File: src/shsvd_pkg.sv
// ----------------------------------------------------------------------------
// Half-step stepper driver package
// Shared widths, codes, register reset values, item types and the half-step
// coil table.
// ----------------------------------------------------------------------------
package shsvd_pkg;

  localparam int COUNTER_BITS_DEF  = 20;
  localparam int VELOCITY_BITS_DEF = 32;

  localparam int THR_W      = 40;
  localparam int MINSPD_W   = 31;
  localparam int HOLD_W     = 20;
  localparam int PERIOD_W   = 20;
  localparam int POS_W      = 32;
  localparam int ACCEL_W    = 21;
  localparam int COIL_W     = 4;
  localparam int VEL_OUT_W  = 32;
  localparam int CFG_IDX_W  = 3;
  localparam int CFG_DATA_W = 40;

  typedef enum logic [CFG_IDX_W-1:0] {
    REG_STEP_THRESHOLD = 3'd0,
    REG_MIN_SPEED      = 3'd1,
    REG_HOLD_TIMEOUT   = 3'd2,
    REG_UPDATE_PERIOD  = 3'd3,
    REG_POSITION_LIMIT = 3'd4
  } reg_index_t;

  typedef enum logic {
    OP_TICK      = 1'b0,
    OP_SET_ACCEL = 1'b1
  } op_t;

  typedef struct packed {
    logic [THR_W-1:0]        step_threshold;
    logic [MINSPD_W-1:0]     min_speed;
    logic [HOLD_W-1:0]       hold_timeout;
    logic [PERIOD_W-1:0]     update_period;
    logic signed [POS_W-1:0] position_limit;
  } cfg_t;

  localparam cfg_t CFG_RESET = '{
    step_threshold: 40'd250000000,
    min_speed:      31'd1000,
    hold_timeout:   20'd50000,
    update_period:  20'd1000,
    position_limit: -32'sd1900
  };

  typedef struct packed {
    logic                      operation;
    logic signed [ACCEL_W-1:0] accel_value;
    logic                      stop_switch;
  } in_item_t;

  typedef struct packed {
    logic [COIL_W-1:0]           coil_pattern;
    logic                        step_taken;
    logic signed [POS_W-1:0]     position_now;
    logic signed [VEL_OUT_W-1:0] velocity_now;
  } out_item_t;

  function automatic logic [COIL_W-1:0] half_step_coils(input logic [2:0] phase);
    logic [COIL_W-1:0] pat;
    case (phase)
      3'd0:    pat = 4'h1;
      3'd1:    pat = 4'h3;
      3'd2:    pat = 4'h2;
      3'd3:    pat = 4'h6;
      3'd4:    pat = 4'h4;
      3'd5:    pat = 4'hC;
      3'd6:    pat = 4'h8;
      default: pat = 4'h9;
    endcase
    return pat;
  endfunction

endpackage

File: src/shsvd_in_if.sv
// ----------------------------------------------------------------------------
// Half-step stepper driver input channel
// Valid/ready channel carrying one tick or acceleration request.
// ----------------------------------------------------------------------------
interface shsvd_in_if;
  import shsvd_pkg::*;

  logic                      valid;
  logic                      ready;
  logic                      operation;
  logic signed [ACCEL_W-1:0] accel_value;
  logic                      stop_switch;

  modport source(output valid, operation, accel_value, stop_switch, input ready);
  modport sink(input valid, operation, accel_value, stop_switch, output ready);
endinterface

File: src/shsvd_out_if.sv
// ----------------------------------------------------------------------------
// Half-step stepper driver result channel
// Valid/ready channel carrying the coil drive, step flag, position and velocity.
// ----------------------------------------------------------------------------
interface shsvd_out_if;
  import shsvd_pkg::*;

  logic                        valid;
  logic                        ready;
  logic [COIL_W-1:0]           coil_pattern;
  logic                        step_taken;
  logic signed [POS_W-1:0]     position_now;
  logic signed [VEL_OUT_W-1:0] velocity_now;

  modport source(output valid, coil_pattern, step_taken, position_now, velocity_now,
                 input ready);
  modport sink(input valid, coil_pattern, step_taken, position_now, velocity_now,
               output ready);
endinterface

File: src/shsvd_cfg_if.sv
// ----------------------------------------------------------------------------
// Half-step stepper driver configuration channel
// Valid/ready register write channel with register index and write data.
// ----------------------------------------------------------------------------
interface shsvd_cfg_if;
  import shsvd_pkg::*;

  logic                  valid;
  logic                  ready;
  logic [CFG_IDX_W-1:0]  index;
  logic [CFG_DATA_W-1:0] data;

  modport source(output valid, index, data, input ready);
  modport sink(input valid, index, data, output ready);
endinterface

File: src/stepper_half_step_velocity_driver.sv
// ----------------------------------------------------------------------------
// Half-step stepper velocity driver
// Drives a four-coil stepper in half steps from a signed acceleration. One
// request is taken every clock cycle while the result is taken, each a
// one-microsecond tick or an acceleration write, and each gives exactly one
// result: it passes the input register, then the motion core into the result
// register. The rate of one request per cycle, when the output does not
// stall, is set by the step test, a multiply of the tick count by the speed
// compared against the step threshold, whose outcome feeds the motion state
// back for the next request. When the result is not taken, the input register
// holds and input ready falls. Configuration writes take effect on the next
// request processed.
// ----------------------------------------------------------------------------
module stepper_half_step_velocity_driver #(
  parameter int COUNTER_BITS  = shsvd_pkg::COUNTER_BITS_DEF,
  parameter int VELOCITY_BITS = shsvd_pkg::VELOCITY_BITS_DEF
) (
  input  logic        clk,
  input  logic        rst_n,
  shsvd_in_if.sink    in_chan,
  shsvd_out_if.source out_chan,
  shsvd_cfg_if.sink   cfg_chan
);
  import shsvd_pkg::*;

  logic      in_vld_r;
  in_item_t  in_item_r;
  logic      out_vld_r;
  out_item_t out_item_r;
  out_item_t res;
  cfg_t      cfg;
  logic      advance;
  logic      proc;
  logic      in_take;

  assign advance       = !out_vld_r || out_chan.ready;
  assign proc          = in_vld_r && advance;
  assign in_chan.ready = !in_vld_r || advance;
  assign in_take       = in_chan.valid && in_chan.ready;

  shsvd_cfg_regs u_cfg_regs (
    .clk      (clk),
    .rst_n    (rst_n),
    .cfg_chan (cfg_chan),
    .cfg_o    (cfg)
  );

  shsvd_core #(
    .COUNTER_BITS  (COUNTER_BITS),
    .VELOCITY_BITS (VELOCITY_BITS)
  ) u_core (
    .clk    (clk),
    .rst_n  (rst_n),
    .proc_i (proc),
    .item_i (in_item_r),
    .cfg_i  (cfg),
    .res_o  (res)
  );

  always_ff @(posedge clk) begin
    if (!rst_n) begin
      in_vld_r  <= 1'b0;
      out_vld_r <= 1'b0;
    end else begin
      if (in_take) begin
        in_vld_r <= 1'b1;
      end else if (proc) begin
        in_vld_r <= 1'b0;
      end
      if (proc) begin
        out_vld_r <= 1'b1;
      end else if (out_chan.ready) begin
        out_vld_r <= 1'b0;
      end
    end
  end

  always_ff @(posedge clk) begin
    if (in_take) begin
      in_item_r.operation   <= in_chan.operation;
      in_item_r.accel_value <= in_chan.accel_value;
      in_item_r.stop_switch <= in_chan.stop_switch;
    end
    if (proc) begin
      out_item_r <= res;
    end
  end

  assign out_chan.valid        = out_vld_r;
  assign out_chan.coil_pattern = out_item_r.coil_pattern;
  assign out_chan.step_taken   = out_item_r.step_taken;
  assign out_chan.position_now = out_item_r.position_now;
  assign out_chan.velocity_now = out_item_r.velocity_now;

endmodule

File: src/shsvd_cfg_regs.sv
// ----------------------------------------------------------------------------
// Half-step stepper driver configuration registers
// Holds the five control registers; writes are always accepted and registered.
// ----------------------------------------------------------------------------
module shsvd_cfg_regs (
  input  logic             clk,
  input  logic             rst_n,
  shsvd_cfg_if.sink        cfg_chan,
  output shsvd_pkg::cfg_t  cfg_o
);
  import shsvd_pkg::*;

  cfg_t cfg_r;
  cfg_t cfg_nxt;

  assign cfg_chan.ready = 1'b1;
  assign cfg_o          = cfg_r;

  always_comb begin
    cfg_nxt = cfg_r;
    if (cfg_chan.valid) begin
      case (cfg_chan.index)
        REG_STEP_THRESHOLD: cfg_nxt.step_threshold = cfg_chan.data[THR_W-1:0];
        REG_MIN_SPEED:      cfg_nxt.min_speed      = cfg_chan.data[MINSPD_W-1:0];
        REG_HOLD_TIMEOUT:   cfg_nxt.hold_timeout   = cfg_chan.data[HOLD_W-1:0];
        REG_UPDATE_PERIOD:  cfg_nxt.update_period  = cfg_chan.data[PERIOD_W-1:0];
        REG_POSITION_LIMIT: cfg_nxt.position_limit = $signed(cfg_chan.data[POS_W-1:0]);
        default: begin
          cfg_nxt = cfg_r;
        end
      endcase
    end
  end

  always_ff @(posedge clk) begin
    if (!rst_n) begin
      cfg_r <= CFG_RESET;
    end else begin
      cfg_r <= cfg_nxt;
    end
  end

endmodule

File: src/shsvd_core.sv
// ----------------------------------------------------------------------------
// Half-step stepper driver motion core
// Motion state and the combinational update for one request: step test,
// velocity update, hold timeout and stop check.
// ----------------------------------------------------------------------------
module shsvd_core #(
  parameter int COUNTER_BITS  = shsvd_pkg::COUNTER_BITS_DEF,
  parameter int VELOCITY_BITS = shsvd_pkg::VELOCITY_BITS_DEF
) (
  input  logic                 clk,
  input  logic                 rst_n,
  input  logic                 proc_i,
  input  shsvd_pkg::in_item_t  item_i,
  input  shsvd_pkg::cfg_t      cfg_i,
  output shsvd_pkg::out_item_t res_o
);
  import shsvd_pkg::*;

  localparam int SPD_W     = VELOCITY_BITS - 1;
  localparam int PROD_W    = COUNTER_BITS + SPD_W;
  localparam int THR_CMP_W = (PROD_W > THR_W) ? PROD_W : THR_W;
  localparam int SPD_CMP_W = (SPD_W > MINSPD_W) ? SPD_W : MINSPD_W;
  localparam int CNT_CMP_W = (COUNTER_BITS > HOLD_W) ? COUNTER_BITS : HOLD_W;
  localparam int SUM_W     = ((VELOCITY_BITS > ACCEL_W) ? VELOCITY_BITS : ACCEL_W) + 1;

  localparam logic [COUNTER_BITS-1:0] CNT_MAX = '1;
  localparam logic [COUNTER_BITS-1:0] CNT_ONE = COUNTER_BITS'(1);
  localparam logic signed [SUM_W-1:0] VMAX =
    SUM_W'((longint'(1) <<< (VELOCITY_BITS - 1)) - longint'(1));
  localparam logic signed [SUM_W-1:0] VMIN = -VMAX;
  localparam logic [POS_W-1:0] POS_ONE    = POS_W'(1);
  localparam logic [POS_W-1:0] POS_MINUS1 = '1;

  // The tick and update counters hold the value the next tick will see,
  // so the step multiplier is fed straight from registers.
  logic signed [VELOCITY_BITS-1:0] vel_r, vel_nxt;
  logic [SPD_W-1:0]                spd_r, spd_nxt;
  logic [POS_W-1:0]                pos_r, pos_nxt;
  logic signed [ACCEL_W-1:0]       acc_r, acc_nxt;
  logic [COUNTER_BITS-1:0]         tick_cnt_r, tick_cnt_nxt;
  logic [COUNTER_BITS-1:0]         upd_cnt_r, upd_cnt_nxt;
  logic [COIL_W-1:0]               coil_r, coil_nxt;

  logic [PROD_W-1:0]       prod;
  logic                    is_tick;
  logic                    fast_enough;
  logic                    step;
  logic                    upd;
  logic                    hold_off;
  logic                    stop;
  logic [COUNTER_BITS-1:0] since_fin;
  logic [COUNTER_BITS-1:0] tick_cnt_inc;
  logic [COUNTER_BITS-1:0] upd_cnt_inc;
  logic signed [SUM_W-1:0] vsum;
  logic signed [SUM_W-1:0] vsat;
  logic [POS_W-1:0]        pos_step;

  assign is_tick     = (item_i.operation == OP_TICK);
  assign prod        = PROD_W'(tick_cnt_r) * PROD_W'(spd_r);
  assign fast_enough = SPD_CMP_W'(spd_r) > SPD_CMP_W'(cfg_i.min_speed);
  assign step        = is_tick && fast_enough &&
                       (THR_CMP_W'(prod) > THR_CMP_W'(cfg_i.step_threshold));

  assign tick_cnt_inc = (tick_cnt_r == CNT_MAX) ? tick_cnt_r : tick_cnt_r + CNT_ONE;
  assign upd_cnt_inc  = (upd_cnt_r == CNT_MAX) ? upd_cnt_r : upd_cnt_r + CNT_ONE;
  assign since_fin    = step ? '0 : tick_cnt_r;

  assign upd      = is_tick && (CNT_CMP_W'(upd_cnt_r) >= CNT_CMP_W'(cfg_i.update_period));
  assign hold_off = CNT_CMP_W'(since_fin) > CNT_CMP_W'(cfg_i.hold_timeout);

  assign vsum = SUM_W'(vel_r) + SUM_W'(acc_r);
  assign vsat = (vsum > VMAX) ? VMAX : ((vsum < VMIN) ? VMIN : vsum);

  assign pos_step = step ? (pos_r + ((vel_r > 0) ? POS_ONE : POS_MINUS1)) : pos_r;
  assign stop     = item_i.stop_switch || ($signed(pos_step) < $signed(cfg_i.position_limit));

  always_comb begin
    vel_nxt      = vel_r;
    acc_nxt      = acc_r;
    tick_cnt_nxt = tick_cnt_r;
    upd_cnt_nxt  = upd_cnt_r;
    coil_nxt     = coil_r;
    pos_nxt      = pos_step;
    if (is_tick) begin
      tick_cnt_nxt = step ? CNT_ONE : tick_cnt_inc;
      upd_cnt_nxt  = upd ? CNT_ONE : upd_cnt_inc;
      if (step) begin
        coil_nxt = half_step_coils(pos_r[2:0]);
      end
      if (upd) begin
        vel_nxt = VELOCITY_BITS'(vsat);
      end
      if (hold_off) begin
        coil_nxt = '0;
      end
    end else begin
      acc_nxt = item_i.accel_value;
    end
    if (stop) begin
      vel_nxt = '0;
      acc_nxt = '0;
    end
    spd_nxt = vel_nxt[VELOCITY_BITS-1] ? SPD_W'(-vel_nxt) : SPD_W'(vel_nxt);
  end

  assign res_o.coil_pattern = coil_nxt;
  assign res_o.step_taken   = step;
  assign res_o.position_now = $signed(pos_nxt);
  assign res_o.velocity_now = VEL_OUT_W'(vel_nxt);

  always_ff @(posedge clk) begin
    if (!rst_n) begin
      vel_r      <= '0;
      spd_r      <= '0;
      pos_r      <= '0;
      acc_r      <= '0;
      tick_cnt_r <= CNT_ONE;
      upd_cnt_r  <= CNT_ONE;
      coil_r     <= '0;
    end else if (proc_i) begin
      vel_r      <= vel_nxt;
      spd_r      <= spd_nxt;
      pos_r      <= pos_nxt;
      acc_r      <= acc_nxt;
      tick_cnt_r <= tick_cnt_nxt;
      upd_cnt_r  <= upd_cnt_nxt;
      coil_r     <= coil_nxt;
    end
  end

  a_speed_matches_velocity: assert property (@(posedge clk) disable iff (!rst_n)
    spd_r == SPD_W'((vel_r < 0) ? -vel_r : vel_r))
    else $error("speed register differs from velocity magnitude");

  a_counters_nonzero: assert property (@(posedge clk) disable iff (!rst_n)
    (tick_cnt_r != '0) && (upd_cnt_r != '0))
    else $error("look-ahead counter holds zero");

  a_step_moves_one: assert property (@(posedge clk) disable iff (!rst_n)
    proc_i && step |=> ((pos_r - $past(pos_r)) == POS_ONE) ||
                       ((pos_r - $past(pos_r)) == POS_MINUS1))
    else $error("step did not move position by one");

  a_accel_write_no_motion: assert property (@(posedge clk) disable iff (!rst_n)
    proc_i && !is_tick |=> $stable(pos_r) && $stable(coil_r) && $stable(tick_cnt_r))
    else $error("acceleration request changed motion state");

  a_stop_clears: assert property (@(posedge clk) disable iff (!rst_n)
    proc_i && item_i.stop_switch |=> (vel_r == '0) && (acc_r == '0) && (spd_r == '0))
    else $error("stop switch did not clear velocity and acceleration");

endmodule
File: src/flat_wrapper.sv
// flat-port wrapper written by rule: the top's interface ports become plain ports
module stepper_half_step_velocity_driver_flat import shsvd_pkg::*;
#(
  parameter int COUNTER_BITS  = shsvd_pkg::COUNTER_BITS_DEF,
  parameter int VELOCITY_BITS = shsvd_pkg::VELOCITY_BITS_DEF
)
  (clk, rst_n, in_chan_valid, in_chan_operation, in_chan_accel_value, in_chan_stop_switch, in_chan_ready, out_chan_valid, out_chan_coil_pattern, out_chan_step_taken, out_chan_position_now, out_chan_velocity_now, out_chan_ready, cfg_chan_valid, cfg_chan_index, cfg_chan_data, cfg_chan_ready);
  shsvd_in_if in_chan_i ();
  shsvd_out_if out_chan_i ();
  shsvd_cfg_if cfg_chan_i ();
  input  logic clk;
  input  logic rst_n;
  input wire logic [$bits(in_chan_i.valid)-1:0] in_chan_valid;
  input wire logic [$bits(in_chan_i.operation)-1:0] in_chan_operation;
  input wire logic [$bits(in_chan_i.accel_value)-1:0] in_chan_accel_value;
  input wire logic [$bits(in_chan_i.stop_switch)-1:0] in_chan_stop_switch;
  output wire logic [$bits(in_chan_i.ready)-1:0] in_chan_ready;
  output wire logic [$bits(out_chan_i.valid)-1:0] out_chan_valid;
  output wire logic [$bits(out_chan_i.coil_pattern)-1:0] out_chan_coil_pattern;
  output wire logic [$bits(out_chan_i.step_taken)-1:0] out_chan_step_taken;
  output wire logic [$bits(out_chan_i.position_now)-1:0] out_chan_position_now;
  output wire logic [$bits(out_chan_i.velocity_now)-1:0] out_chan_velocity_now;
  input wire logic [$bits(out_chan_i.ready)-1:0] out_chan_ready;
  input wire logic [$bits(cfg_chan_i.valid)-1:0] cfg_chan_valid;
  input wire logic [$bits(cfg_chan_i.index)-1:0] cfg_chan_index;
  input wire logic [$bits(cfg_chan_i.data)-1:0] cfg_chan_data;
  output wire logic [$bits(cfg_chan_i.ready)-1:0] cfg_chan_ready;
  assign in_chan_i.valid = in_chan_valid;
  assign in_chan_i.operation = in_chan_operation;
  assign in_chan_i.accel_value = in_chan_accel_value;
  assign in_chan_i.stop_switch = in_chan_stop_switch;
  assign in_chan_ready = in_chan_i.ready;
  assign out_chan_valid = out_chan_i.valid;
  assign out_chan_coil_pattern = out_chan_i.coil_pattern;
  assign out_chan_step_taken = out_chan_i.step_taken;
  assign out_chan_position_now = out_chan_i.position_now;
  assign out_chan_velocity_now = out_chan_i.velocity_now;
  assign out_chan_i.ready = out_chan_ready;
  assign cfg_chan_i.valid = cfg_chan_valid;
  assign cfg_chan_i.index = cfg_chan_index;
  assign cfg_chan_i.data = cfg_chan_data;
  assign cfg_chan_ready = cfg_chan_i.ready;
  stepper_half_step_velocity_driver #(.COUNTER_BITS(COUNTER_BITS), .VELOCITY_BITS(VELOCITY_BITS)) u_core (.clk(clk), .rst_n(rst_n), .in_chan(in_chan_i), .out_chan(out_chan_i), .cfg_chan(cfg_chan_i));
endmodule
File: config.mk
export PLATFORM = sky130hd
export DESIGN_NAME = stepper_half_step_velocity_driver_flat
export DESIGN_NICKNAME = d
export VERILOG_FILES = /design/src/shsvd_pkg.sv /design/src/shsvd_in_if.sv /design/src/shsvd_out_if.sv /design/src/shsvd_cfg_if.sv /design/src/stepper_half_step_velocity_driver.sv /design/src/shsvd_cfg_regs.sv /design/src/shsvd_core.sv /design/src/flat_wrapper.sv
export SDC_FILE = /design/constraint.sdc
export NUM_CORES = 2
export LEC_CHECK = 0
export BUFFER_PORTS_ARGS = -buffer_cell sky130_fd_sc_hd__buf_2
export CAP_MARGIN = 20
export CORE_MARGIN = 5
export CORE_UTILIZATION = 40
export DETAILED_ROUTE_END_ITERATION = 10
export GPL_TIMING_DRIVEN = 0
export PLACE_DENSITY = 0.63
export SLEW_MARGIN = 5
export SYNTH_ARGS = -nofsm -noshare
export SYNTH_HDL_FRONTEND = slang
export SYNTH_SLANG_ARGS = --single-unit
File: constraint.sdc
create_clock -name clk -period 13.68 [get_ports clk]
set_clock_uncertainty 0.2 [all_clocks]
set_input_delay 0.684 -clock clk [delete_from_list [all_inputs] [get_ports clk]]
set_output_delay 0.684 -clock clk [all_outputs]
set_load 0.05 [all_outputs]
==> flow_summary.ini <==
[status]
status = finished with violations
violations = setup timing

[worst_setup_path]
crit_required_ns = 14.02
critPathKind = reg -> reg
slowest_delay_ns = 0.62
start_kind = register
slowest_stage = fa_1
critPathMaxFanout = 6
cpMostUsedCell = fa_1
cp.arrival_ns = 14.12
end_kind = register

[floorplanning]
dieArea_mm2 = 0.115
start_util_pct = 40.4
pin_count = 143
dieHeight_um = 339
core_area_mm2 = 0.107
rows = 120
die_w_um = 339

[sta]
final_hold_viol_count = 0
fin_ws_ns = -0.104
clock.fmax_ghz = 0.0725
setup_tns_ns = -0.197
worst_pin_slew_ns = 1.33
fin_crit_sh_pct = 101
finalCriticalPeriod_ns = 13.78
finalSetupViolations = 6
whs_ns = 0.0475
slew_viol_final = 0
grt_setup_unrepaired = yes
slew_headroom_pct = 11.0

[drt]
routedWlPerCell_um = 22.6
routed_via_density = 5.52
ant_nets = 0
drc_errors = 0
num_vias = 38100
firstDrtPassIters = 7
drt-total-wl_um = 156000
initialDrtViolationCount = 3355

[finish]
fin_util_pct = 47.5
nNetsFinal = 6409
design_area_mm2 = 0.0510
final_cells = 6890
drive_gt1_share_pct = 14.0
synthToLayoutAreaGrowth_pct = 17.5

[logic_synthesis]
synth_top_area_cell = fa_1
syn_area_per_cell_um2 = 8.45
synth_top_area_share_pct = 24.0
synth_seq_cells = 396
synthesis.nets = 6093
netlist_area_mm2 = 0.0434
synth_edf_count = 92
synth_cell_type_count = 105
yosys-top-cells-area = fa_1, dfxtp_1, ha_1, nand2_1, inv_1
synth_seq_area_share_pct = 20.4
synth_warnings = 0
syn-instance-count = 5134
async_reset_ff_share_pct = 0
synthFlopType = dfxtp_1

[clocking]
cts_inserted_buffers = 42
clockRootBuffer = clkbuf_16
clock_tree.htree_level_count = 2
cts_sinks = 396
cts.clk_slew.worst_paths_ns = 0.07
cts_tree = yes
ctsHoldBuffers = 0
cts_buffer_depth = 3
worstSkewPairLatency_ns = 0.61

[placed_design]
post-dp-hpwl_um = 121000
placed_area_mm2 = 0.0459
dp.cells = 6680
io_buffers = 140
place_congestion = 0.972

[power_and_ir_drop]
power_density_mw_per_mm2 = 56.8
p_leak_nw = 23.2
ir_worst_vdd_v = 0.000111

[global_route]
track_usage_pct = 26.4
antenna_found_initial = 9
grt_overflow_total = 0
grt_pass1_vias = 38400
grt_pass1_wl_um = 235000
grt_max_degree = 49

[hold_path]
min_path_type = in -> reg

[run]
max_cap_viol_count = 0
cells by family (layout without fill, tap and decap cells):
kind of cell | count (synthesis) | count (layout) | synth area share [%]
and+or+nand+nor | 1755 | 1755 | 18.8
AOI/OAI and AO/OA | 873 | 873 | 13.2
adders and majority gates | 888 | 888 | 34.6
muxes | 42 | 42 | 1.06
buffers and inverters | 1041 | 1390 | 9.09
DFF | 396 | 396 | 20.4
other | 1 | 5 | 0.00864
xor gates and xnor gates | 138 | 138 | 2.79
power by group:
group	total, mW	leakage, nW	internal, mW	switching, mW
Sequential	1.24	3.39	1.22	0.0179
Combinational	0.392	19.1	0.132	0.260
Clock	1.27	0.723	0.727	0.538
Total	2.90	23.2	2.08	0.816
critical path: cells and delay by family, from the launching register on:
| kind | cells | cell delay [ns] |
|---|---|---|
| adder cells (fa/ha/maj) | 11 | 4.66 |
| AO/OA/AOI/OAI | 17 | 3.05 |
| multiplexers | 1 | 0.33 |
| buffers and inverters | 11 | 1.37 |
| flip-flops | 1 | 0.42 |
| AND/OR/NAND/NOR | 17 | 3.39 |
| XOR/XNOR | 2 | 0.28 |
per-stage QoR:
stage | power, mW | setup slack, ns
floorplan | 1.50 | 0.337
global placement | 1.62 | -4.57
detailed placement | 1.63 | -4.42
CTS | 2.89 | -0.0521
global route | 2.98 | -0.420
finish | 2.90 | -0.104
synth_stat cells, types with 15 or more instances:
library cell,instances
a211oi_1,27
a21o_1,92
a21oi_1,304
a22oi_1,28
a31oi_1,15
and2_1,271
and3_1,23
buf_2,16
clkbuf_1,249
dfxtp_1,304
edfxtp_1,92
fa_1,520
ha_1,368
inv_1,761
mux2_2,30
nand2_1,824
nand2b_1,34
nand3_1,73
nand4_1,49
nor2_1,273
nor2b_1,36
nor3_1,84
nor4_1,17
o211ai_1,86
o21a_1,30
o21ai_0,108
o21bai_1,18
or2_2,15
or3_1,21
xnor2_1,93
xor2_1,45
layout make-up:
cell class | count | area, um2
clock inverter | 24 | 335
clock buffer | 53 | 1160
fill | 10200 | 56400
multi-input combinational | 3697 | 31400
antenna | 4 | 10.0
timing repair buffer | 294 | 2070
buffer | 257 | 2360
sequential | 396 | 8990
inverter | 762 | 2860
tap | 1403 | 1760
final timing paths:
| path | from | end | slack, ns | cells past startpoint |
|---|---|---|---|---|
| max | u_core.u_core.tick_cnt_r[16]$_SDFFE_PN0P_ | u_core.u_core.spd_r[26]$_SDFFE_PN0P_ | -0.10 | 59 |
| min reg2reg | u_core.u_cfg_regs.cfg_o[63]$_SDFFE_PN0P_ | u_core.u_cfg_regs.cfg_o[63]$_SDFFE_PN0P_ | 0.26 | 2 |
| min | in_chan_accel_value[20] | u_core.in_item_r[21]$_DFFE_PP_ | 0.05 | 1 |
| max reg2reg | u_core.u_core.tick_cnt_r[16]$_SDFFE_PN0P_ | u_core.u_core.spd_r[26]$_SDFFE_PN0P_ | -0.10 | 59 |
state kept, by name, indices dropped and copies added, names as in the netlist, 4 cells and up:
| name | count |
|---|---|
| u_core.in_item_r | 23 |
| u_core.out_chan.coil_pattern | 4 |
| u_core.out_chan.position_now | 32 |
| u_core.out_chan.velocity_now | 32 |
| u_core.u_cfg_regs.cfg_o | 143 |
| u_core.u_core.acc_r | 21 |
| u_core.u_core.coil_r | 4 |
| u_core.u_core.pos_r | 32 |
| u_core.u_core.spd_r | 30 |
| u_core.u_core.tick_cnt_r | 20 |
| u_core.u_core.upd_cnt_r | 20 |
| u_core.u_core.vel_r | 32 |
per-layer routing:
layer | global-route usage (%) | routed length (um)
met1 | 33.2 | 61000
met2 | 43.0 | 70200
met3 | 5.84 | 14500
met4 | 13.2 | 9900
met5 | 0 | 157
repair_timing:
action / in CTS / in global routing
pin swaps: 76 / 131
setup buffers: 103 / 46
endpoints found under the setup margin: 144 / 88
gates cloned: 2 / 0
resized for setup: 532 / 138
layout by cell type, fill, tap and decap left out, types with 96 or more instances in the layout:
cell	instances
fa_1	499
buf_4	134
dfxtp_1	260
and2_1	266
a21oi_1	293
buf_2	148
ha_1	347
inv_1	739
clkbuf_1	130
nand2_1	814
o21ai_0	96
nor2_1	268
(Power assumes the default switching activity.)
